### config.mk
export PLATFORM = sky130hd
export DESIGN_NAME = clock_alarm_countdown
export DESIGN_NICKNAME = d
export VERILOG_FILES = /design/src/rtl/core/cac_pkg.sv /design/src/rtl/core/clock_alarm_countdown.sv /design/src/rtl/core/cac_in_stage.sv /design/src/rtl/core/cac_state_core.sv
export VERILOG_INCLUDE_DIRS = /design/src /design/src/rtl/core
export SDC_FILE = /design/constraint.sdc
export NUM_CORES = 1
export LEC_CHECK = 0
export BUFFER_PORTS_ARGS = -buffer_cell sky130_fd_sc_hd__buf_2
export CORE_MARGIN = 2
export CORE_UTILIZATION = 35
export CTS_CLUSTER_SIZE = 10
export DETAILED_ROUTE_END_ITERATION = 6
export GPL_ROUTABILITY_DRIVEN = 0
export PLACE_DENSITY_LB_ADDON = 0.1
export SLEW_MARGIN = 25
export SYNTH_ARGS = -nofsm -noshare
export SYNTH_HDL_FRONTEND = slang
export SYNTH_SLANG_ARGS = --single-unit
export TNS_END_PERCENT = 100
### constraint.sdc
create_clock -name aclk -period 3.1 [get_ports aclk]
set_input_delay 0 -clock aclk [delete_from_list [all_inputs] [get_ports aclk]]
set_output_delay 0 -clock aclk [all_outputs]
set_load 0.02 [all_outputs]
### src/rtl/core/clock_alarm_countdown_assert.svh
// ----------------------------------------------------------------------------
// Assertion macros for the clock/alarm/countdown block
// Shared concurrent assertion forms used by the state core.
// ----------------------------------------------------------------------------
`ifndef CLOCK_ALARM_COUNTDOWN_ASSERT_SVH
`define CLOCK_ALARM_COUNTDOWN_ASSERT_SVH

// Check an expression at every clock edge outside reset.
`define CAC_ASSERT_ALWAYS(lbl, clk, rstn, expr, msg) \
    lbl: assert property (@(posedge clk) disable iff (!(rstn)) (expr)) \
        else $error(msg);

// Check that a condition is followed by a consequence in the next cycle.
`define CAC_ASSERT_NEXT(lbl, clk, rstn, ante, cons, msg) \
    lbl: assert property (@(posedge clk) disable iff (!(rstn)) (ante) |=> (cons)) \
        else $error(msg);

`endif

### src/rtl/core/cac_pkg.sv
// ----------------------------------------------------------------------------
// cac_pkg
// Types, codes and wrap-step helpers for the clock/alarm/countdown block.
// ----------------------------------------------------------------------------
package cac_pkg;

    // Action codes
    localparam logic [3:0] ACT_MIN_TICK  = 4'd0;
    localparam logic [3:0] ACT_SEC_TICK  = 4'd1;
    localparam logic [3:0] ACT_ADJ_CMIN  = 4'd2;
    localparam logic [3:0] ACT_ADJ_CHOUR = 4'd3;
    localparam logic [3:0] ACT_ADJ_AMIN  = 4'd4;
    localparam logic [3:0] ACT_ADJ_AHOUR = 4'd5;
    localparam logic [3:0] ACT_ADJ_TMIN  = 4'd6;
    localparam logic [3:0] ACT_ADJ_THOUR = 4'd7;
    localparam logic [3:0] ACT_ACK       = 4'd8;

    // Direction codes
    localparam logic signed [1:0] DIR_UP   = 2'sb01;
    localparam logic signed [1:0] DIR_DOWN = 2'sb11;

    // Wrap limits
    localparam logic [5:0] MIN_MOD   = 6'd60;
    localparam logic [5:0] MIN_LAST  = 6'd59;
    localparam logic [4:0] HOUR_MOD  = 5'd24;
    localparam logic [4:0] HOUR_LAST = 5'd23;

    // Reset values
    localparam logic [4:0] RST_CLOCK_HOUR = 5'd7;
    localparam logic [5:0] RST_CLOCK_MIN  = 6'd30;
    localparam logic [4:0] RST_ALARM_HOUR = 5'd12;
    localparam logic [5:0] RST_ALARM_MIN  = 6'd22;
    localparam logic [4:0] RST_TIMER_HOUR = 5'd0;
    localparam logic [5:0] RST_TIMER_MIN  = 6'd10;

    typedef struct packed {
        logic [3:0]        action;
        logic signed [1:0] direction;
        logic              clock_hold;
        logic              timer_hold;
        logic              count_by_minute;
        logic              count_by_second;
    } cac_item_t;

    typedef struct packed {
        logic [4:0] clock_hours;
        logic [5:0] clock_minutes;
        logic [4:0] alarm_hours;
        logic [5:0] alarm_minutes;
        logic [4:0] timer_hours;
        logic [5:0] timer_minutes;
        logic       alarm_match;
        logic       timer_done;
    } cac_result_t;

    // Step a minute value by +1/-1 with wrap; other directions hold.
    function automatic logic [5:0] min_step(input logic [5:0] v,
                                            input logic signed [1:0] dir);
        logic [6:0] inc;
        logic [5:0] res;
        inc = {1'b0, v} + 7'd1;
        res = v;
        if (dir == DIR_UP) begin
            res = (inc >= {1'b0, MIN_MOD}) ? 6'd0 : inc[5:0];
        end else if (dir == DIR_DOWN) begin
            res = (v == 6'd0 || v >= MIN_MOD) ? MIN_LAST : v - 6'd1;
        end
        return res;
    endfunction

    // Step an hour value by +1/-1 with wrap; other directions hold.
    function automatic logic [4:0] hour_step(input logic [4:0] v,
                                             input logic signed [1:0] dir);
        logic [5:0] inc;
        logic [4:0] res;
        inc = {1'b0, v} + 6'd1;
        res = v;
        if (dir == DIR_UP) begin
            res = (inc >= {1'b0, HOUR_MOD}) ? 5'd0 : inc[4:0];
        end else if (dir == DIR_DOWN) begin
            res = (v == 5'd0 || v >= HOUR_MOD) ? HOUR_LAST : v - 5'd1;
        end
        return res;
    endfunction

endpackage

### src/rtl/core/clock_alarm_countdown.sv
// ----------------------------------------------------------------------------
// clock_alarm_countdown
// 24-hour clock with alarm compare and countdown timer, one result per item.
// ----------------------------------------------------------------------------
//  channel | ports        | content
//  --------+--------------+----------------------------------------------------
//  input   | s_valid/ready| action, direction, hold and count-select flags
//  result  | m_valid/ready| clock, alarm, timer fields, match and done flags
//
//  An item is processed from the input register when the output register is
//  free or draining, and its result is loaded into the output register;
//  one item per cycle is sustained while m_ready stays high.
//  The state update is a single pass of wrap adders and compares.
//  Reset (aresetn low, synchronous) loads the clock 07:30, alarm 12:22,
//  timer 00:10 and clears both flags and both pipeline valids.
//  A stall on m_ready holds the result; the input register still takes one
//  more item, then s_ready drops until the result is transferred.
// ----------------------------------------------------------------------------
module clock_alarm_countdown
    import cac_pkg::*;
(
    input  logic              aclk,
    input  logic              aresetn,
    // input channel
    input  logic              s_valid,
    output logic              s_ready,
    input  logic [3:0]        s_action,
    input  logic signed [1:0] s_direction,
    input  logic              s_clock_hold,
    input  logic              s_timer_hold,
    input  logic              s_count_by_minute,
    input  logic              s_count_by_second,
    // result channel
    output logic              m_valid,
    input  logic              m_ready,
    output logic [4:0]        m_clock_hours,
    output logic [5:0]        m_clock_minutes,
    output logic [4:0]        m_alarm_hours,
    output logic [5:0]        m_alarm_minutes,
    output logic [4:0]        m_timer_hours,
    output logic [5:0]        m_timer_minutes,
    output logic              m_alarm_match,
    output logic              m_timer_done
);

    cac_item_t   s_item;
    cac_item_t   item;
    logic        item_valid;
    logic        fire;
    cac_result_t state_next;

    logic        m_valid_reg, m_valid_next;
    cac_result_t result_reg;

    // Gather the input ports into one item
    assign s_item.action          = s_action;
    assign s_item.direction       = s_direction;
    assign s_item.clock_hold      = s_clock_hold;
    assign s_item.timer_hold      = s_timer_hold;
    assign s_item.count_by_minute = s_count_by_minute;
    assign s_item.count_by_second = s_count_by_second;

    // Advance the held item when the output register is free or draining
    assign fire = item_valid && (!m_valid_reg || m_ready);

    cac_in_stage u_in_stage (
        .aclk       (aclk),
        .aresetn    (aresetn),
        .s_valid    (s_valid),
        .s_ready    (s_ready),
        .s_item     (s_item),
        .take       (fire),
        .item_valid (item_valid),
        .item       (item)
    );

    cac_state_core u_state_core (
        .aclk       (aclk),
        .aresetn    (aresetn),
        .fire       (fire),
        .item       (item),
        .state_next (state_next)
    );

    // Output register: load on advance, drop after the transfer
    assign m_valid_next = fire ? 1'b1 : ((m_valid_reg && m_ready) ? 1'b0 : m_valid_reg);

    always_ff @(posedge aclk) begin
        if (!aresetn) begin
            m_valid_reg <= 1'b0;
        end else begin
            m_valid_reg <= m_valid_next;
        end
    end

    always_ff @(posedge aclk) begin
        if (fire) begin
            result_reg <= state_next;
        end
    end

    assign m_valid         = m_valid_reg;
    assign m_clock_hours   = result_reg.clock_hours;
    assign m_clock_minutes = result_reg.clock_minutes;
    assign m_alarm_hours   = result_reg.alarm_hours;
    assign m_alarm_minutes = result_reg.alarm_minutes;
    assign m_timer_hours   = result_reg.timer_hours;
    assign m_timer_minutes = result_reg.timer_minutes;
    assign m_alarm_match   = result_reg.alarm_match;
    assign m_timer_done    = result_reg.timer_done;

endmodule

### src/rtl/core/cac_in_stage.sv
// ----------------------------------------------------------------------------
// cac_in_stage
// Input register: holds one accepted item until the core consumes it.
// ----------------------------------------------------------------------------
module cac_in_stage
    import cac_pkg::*;
(
    input  logic      aclk,
    input  logic      aresetn,
    input  logic      s_valid,
    output logic      s_ready,
    input  cac_item_t s_item,
    input  logic      take,
    output logic      item_valid,
    output cac_item_t item
);

    logic      vld_reg;
    logic      vld_next;
    cac_item_t item_reg;

    // Free slot, or the held item leaves this cycle
    assign s_ready  = !vld_reg || take;
    assign vld_next = (s_valid && s_ready) ? 1'b1 : (take ? 1'b0 : vld_reg);

    always_ff @(posedge aclk) begin
        if (!aresetn) begin
            vld_reg <= 1'b0;
        end else begin
            vld_reg <= vld_next;
        end
    end

    always_ff @(posedge aclk) begin
        if (s_valid && s_ready) begin
            item_reg <= s_item;
        end
    end

    assign item_valid = vld_reg;
    assign item       = item_reg;

endmodule

### src/rtl/core/cac_state_core.sv
// ----------------------------------------------------------------------------
// cac_state_core
// Clock, alarm and countdown state with its one-pass update logic.
// ----------------------------------------------------------------------------
`include "clock_alarm_countdown_assert.svh"

module cac_state_core
    import cac_pkg::*;
(
    input  logic        aclk,
    input  logic        aresetn,
    input  logic        fire,
    input  cac_item_t   item,
    output cac_result_t state_next
);

    logic [4:0] clock_hour_reg, clock_hour_next;
    logic [5:0] clock_min_reg, clock_min_next;
    logic [4:0] alarm_hour_reg, alarm_hour_next;
    logic [5:0] alarm_min_reg, alarm_min_next;
    logic [4:0] timer_hour_reg, timer_hour_next;
    logic [5:0] timer_min_reg, timer_min_next;
    logic       match_reg, match_next;
    logic       done_reg, done_next;

    logic       count_en;
    logic [5:0] adv_min;
    logic [4:0] adv_hour;
    logic [5:0] cd_min;
    logic [4:0] cd_hour;

    logic        fields_ok;
    logic        count_fire;
    logic        done_quiet;
    logic        ack_fire;
    logic [12:0] watch_bits;

    // Countdown on the tick that matches the selected rate
    assign count_en = !item.timer_hold &&
                      ((item.action == ACT_MIN_TICK && item.count_by_minute) ||
                       (item.action == ACT_SEC_TICK && item.count_by_second));

    // Clock advance: carry into hours when minutes wrap
    assign adv_min  = min_step(clock_min_reg, DIR_UP);
    assign adv_hour = (adv_min == 6'd0) ? hour_step(clock_hour_reg, DIR_UP)
                                        : clock_hour_reg;

    // Countdown: hours stop at zero, minutes wrap to 59
    assign cd_min  = (timer_min_reg == 6'd0) ? MIN_LAST : timer_min_reg - 6'd1;
    assign cd_hour = (timer_min_reg == 6'd0 && timer_hour_reg != 5'd0) ?
                     timer_hour_reg - 5'd1 : timer_hour_reg;

    always_comb begin
        clock_hour_next = clock_hour_reg;
        clock_min_next  = clock_min_reg;
        alarm_hour_next = alarm_hour_reg;
        alarm_min_next  = alarm_min_reg;
        timer_hour_next = timer_hour_reg;
        timer_min_next  = timer_min_reg;
        match_next      = match_reg;
        done_next       = done_reg;
        unique case (item.action)
            ACT_MIN_TICK: begin
                if (!item.clock_hold) begin
                    clock_min_next  = adv_min;
                    clock_hour_next = adv_hour;
                    match_next      = (adv_hour == alarm_hour_reg) &&
                                      (adv_min == alarm_min_reg);
                end
            end
            ACT_ADJ_CMIN:  clock_min_next  = min_step(clock_min_reg, item.direction);
            ACT_ADJ_CHOUR: clock_hour_next = hour_step(clock_hour_reg, item.direction);
            ACT_ADJ_AMIN:  alarm_min_next  = min_step(alarm_min_reg, item.direction);
            ACT_ADJ_AHOUR: alarm_hour_next = hour_step(alarm_hour_reg, item.direction);
            ACT_ADJ_TMIN:  timer_min_next  = min_step(timer_min_reg, item.direction);
            ACT_ADJ_THOUR: timer_hour_next = hour_step(timer_hour_reg, item.direction);
            ACT_ACK:       done_next       = 1'b0;
            default: ;
        endcase
        if (count_en) begin
            timer_min_next  = cd_min;
            timer_hour_next = cd_hour;
            if (cd_min == 6'd0 && cd_hour == 5'd0) begin
                done_next = 1'b1;
            end
        end
    end

    always_ff @(posedge aclk) begin
        if (!aresetn) begin
            clock_hour_reg <= RST_CLOCK_HOUR;
            clock_min_reg  <= RST_CLOCK_MIN;
            alarm_hour_reg <= RST_ALARM_HOUR;
            alarm_min_reg  <= RST_ALARM_MIN;
            timer_hour_reg <= RST_TIMER_HOUR;
            timer_min_reg  <= RST_TIMER_MIN;
            match_reg      <= 1'b0;
            done_reg       <= 1'b0;
        end else if (fire) begin
            clock_hour_reg <= clock_hour_next;
            clock_min_reg  <= clock_min_next;
            alarm_hour_reg <= alarm_hour_next;
            alarm_min_reg  <= alarm_min_next;
            timer_hour_reg <= timer_hour_next;
            timer_min_reg  <= timer_min_next;
            match_reg      <= match_next;
            done_reg       <= done_next;
        end
    end

    assign state_next.clock_hours   = clock_hour_next;
    assign state_next.clock_minutes = clock_min_next;
    assign state_next.alarm_hours   = alarm_hour_next;
    assign state_next.alarm_minutes = alarm_min_next;
    assign state_next.timer_hours   = timer_hour_next;
    assign state_next.timer_minutes = timer_min_next;
    assign state_next.alarm_match   = match_next;
    assign state_next.timer_done    = done_next;

    // Terms watched by the checks below
    assign fields_ok  = (clock_min_reg < MIN_MOD) && (alarm_min_reg < MIN_MOD) &&
                        (timer_min_reg < MIN_MOD) && (clock_hour_reg < HOUR_MOD) &&
                        (alarm_hour_reg < HOUR_MOD) && (timer_hour_reg < HOUR_MOD);
    assign count_fire = fire && count_en;
    assign done_quiet = !done_reg && !count_fire;
    assign ack_fire   = fire && (item.action == ACT_ACK);
    assign watch_bits = {clock_min_reg, timer_min_reg, done_reg};

    `CAC_ASSERT_ALWAYS(a_fields_in_range, aclk, aresetn, fields_ok, "time field out of range")
    `CAC_ASSERT_NEXT(a_done_rise_src, aclk, aresetn, done_quiet, !done_reg, "stray done flag")
    `CAC_ASSERT_NEXT(a_ack_clears, aclk, aresetn, ack_fire, !done_reg, "ack left done set")
    `CAC_ASSERT_NEXT(a_idle_holds, aclk, aresetn, !fire, $stable(watch_bits), "idle state moved")

endmodule

==> summary.txt <==
Run status
  – Status: complete, no violations

Hold path
  – Min-Delay Path Depth: 2
  – Hold EP: u_state_core.clock_min_reg[4]
  – Hold wc startpoint: aresetn
  – Worst hold path type: in2reg

STA
  – Final Cycle Share: 92.4%
  – Final setup violation count: 0
  – Final TNS setup: 0 ns
  – RSZ-0062 raised after global routing: no
  – Max transition margin: 49.9%
  – Least-Margin Pin Slew: 0.752 ns
  – Pins Over Slew Limit: 0
  – Hold Vio Cnt, Final: 0
  – Setup Skew: 0.00751 ns
  – Fin Hold WS: 0.0901 ns
  – Fmax: 349 MHz
  – Shortest period the worst path allows: 2.86 ns

Floorplan
  – Die ar.: 18500 um2
  – Std-Cell Rows: 48
  – Die height: 136 um
  – Initial Util: 35.5%
  – Die outline width: 136 um
  – Core outline area: 17200 um2
  – I/O Pins: 51

Pwr
  – Peak supply drop: 0.000271 V
  – Pwr Density: 427 nW/um2
  – Leak: 2.71 nW

Yosys
  – Fraction of registers with async set/reset: 0%
  – Synth cell count leaders: nand2_1, nor2_1, clkbuf_1
  – Top-area cell type share of the netlist area: 22.2%
  – Ys Warns: 0
  – Largest area contributor in the netlist: edfxtp_1
  – Mapped Nets: 782
  – Seq/Total Area, Yosys: 34.4%
  – Unique masters post-synth: 72
  – Post-synth EDFFs: 45
  – Mapped Area: 6090 um2
  – Ranking of synthesized cells by area: edfxtp_1, dfxtp_1, nand2_1
  – Mapped Cells: 752
  – Syn_area_per_cell: 8.10 um2
  – Most numerous cell in the Yosys netlist: nand2_1
  – Ys flop type: edfxtp_1
  – Number of synthesized register bits: 82

Routing
  – Via count: 6110
  – Drt pass-1 iters: 5
  – Detailed-route DRC error count: 0
  – Drt via density: 5.91
  – Routed wire per std cell: 18.8 um
  – Post-route ant nets: 0
  – Initial DRC Count: 398
  – Final WL: 19400 um

CTS
  – Sinks on Clock Net: 82
  – CTS buffer count: 9
  – Worst-path clk slew: 0.07 ns
  – CTS root buffer: clkbuf_16
  – Worst-case clock buffer depth: 2
  – Clock Latency Late Sink: 0.36 ns
  – TritonCTS clock tree: built
  – Setup bufs post-CTS: 0
  – CTS H-tree depth: 3

Worst setup path
  – Worst r2r dst: m_alarm_match
  – CP peak stage delay: 0.44 ns
  – Critical path type: reg2reg
  – CP endpoint kind: flop
  – Req. time, crit path: 3.27 ns
  – Critical Path AT: 3.03 ns
  – Worst reg2reg startpoint: u_state_core.clock_min_reg[1]
  – Crit Path Max Fanout: 9
  – CP cell instances: ha_1 > nor4bb_2 > nand3_1 > nor3b_1 > a221o_1 > nor4_2 > o2111ai_1 > o31ai_1
  – CP max stage cell: nor4bb_2
  – R2R Setup Slk: 0.24 ns
  – Critical path startpoint category: flop
  – R2R depth: 8
  – Worst path bufs/invs: 0
  – Cell family with the largest share of critical-path delay: simple AND/OR/NAND/NOR gates

Cells and area
  – # nets final: 833
  – Layout Cells excl Fill: 1033
  – Post-Route Utilization: 41.6%
  – Max FFs per register: 10
  – Filler cell count: 1782
  – Antenna fix cells: 0
  – Area grow syn2layout: 17.3%
  – FF+latch area: 2090 um2
  – Share of cells above drive strength 1: 15.3%
  – Area of the multi-input gates: 3660 um2

GRT
  – Met2 usage: 36.8%
  – Vias in the first global route: 5726
  – Met1 Use GR: 27.9%
  – Pin count of the biggest net entering global routing: 45
  – Routing usage on met3: 4.33%
  – Overflow after GRT: 0
  – GRT Total Usage: 21.6%
  – First-pass GRT wire length: 31100 um
  – Most Crowded Layer GR: met2
  – Initial antenna violation count: 0

Placement
  – Inst Count DP: 1004
  – Detailed Place HPWL: 13500 um
  – Buffers on Ports: 50

Flow run
  – # Max-Cap Violations: 0
[power breakdown]
part	internal [W]	switching (W)
clock	0.000714	0.000488
combinational	0.000220	0.000345
sequential	0.00121	0.0000782
total	0.00214	0.000911
[worst reg2reg max path: cells and delay by family (launching register included)]
kind / cells / cell delay [ns]
and+or+nand+nor: 4 / 1.17
AOI/OAI and AO/OA: 3 / 0.85
DFF: 1 / 0.40
adders and majority gates: 1 / 0.27
[worst max-delay path by stage]
stage | to | startpoint | slack [ns] | cells after the start
2_1_floorplan | u_state_core.done_reg | u_state_core.timer_min_reg[0] | 0.25 | 11
3_5_place_dp | m_alarm_match | u_state_core.clock_min_reg[1] | 0.05 | 8
6_report | m_alarm_match | u_state_core.clock_min_reg[1] | 0.24 | 8
4_1_cts | m_alarm_match | u_state_core.clock_min_reg[0] | 0.008 | 8
3_3_place_gp | u_state_core.match_reg | u_state_core.clock_min_reg[1] | 0.09 | 8
5_1_grt | m_alarm_match | u_state_core.clock_min_reg[0] | 0.04 | 8
[cells in the final DEF, fill, tap and decap left out, drive strengths merged, types with 13 or more instances in the layout]
| cell type | instances |
|---|---|
| nand3 | 35 |
| and2 | 14 |
| dfxtp | 37 |
| nand2b | 14 |
| a31oi | 13 |
| nand2 | 72 |
| ha | 16 |
| buf | 89 |
| o21ai | 54 |
| inv | 31 |
| a211oi | 13 |
| nor3 | 15 |
| edfxtp | 45 |
| nor2 | 59 |
| a21oi | 53 |
| dlygate4sd3 | 13 |
[per-layer routing]
layer  part of all wire, %  wire length, um
met1                    45             8700
met2                    48             9400
met3                   4.9              948
met4                   1.8              354
met5                     0                0
[cell families (layout without fill, tap and decap cells)]
group	Yosys count	in the layout	synth area share, %
compound gates	274	274	31.3
xor+xnor	10	10	1.44
fa+ha+maj	16	16	3.29
buf+inv	91	147	5.86
flops	82	82	34.4
mux	7	7	1.17
simple gates	272	272	22.6
[cell type report]
type                    count  share of cell area (%)
multi-input cells         579                    51.3
flip-flops and latches     82                    29.3
repair buffers            102                    9.42
well taps                 225                    3.94
clock buffers               9                    3.15
inverters                  29                    1.52
clock inverters             7                    1.42
[repair_timing]
| action | CTS | global route |
|---|---|---|
| hold endpoints to repair | 12 | 0 |
| resized for setup | 0 | 3 |
| hold buffers | 13 | 0 |
| endpoints found under the setup margin | 0 | 4 |
[per-stage QoR]
stage	cell area, um2	setup WS (ns)	power, W
2_1_floorplan	6090	0.247	0.00167
3_3_place_gp	6670	0.0919	0.00185
3_5_place_dp	6670	0.0505	0.00185
4_1_cts	7130	0.00780	0.00308
5_1_grt	7140	0.0390	0.00320
6_report	7140	0.237	0.00305
(Power assumes the default switching activity.)
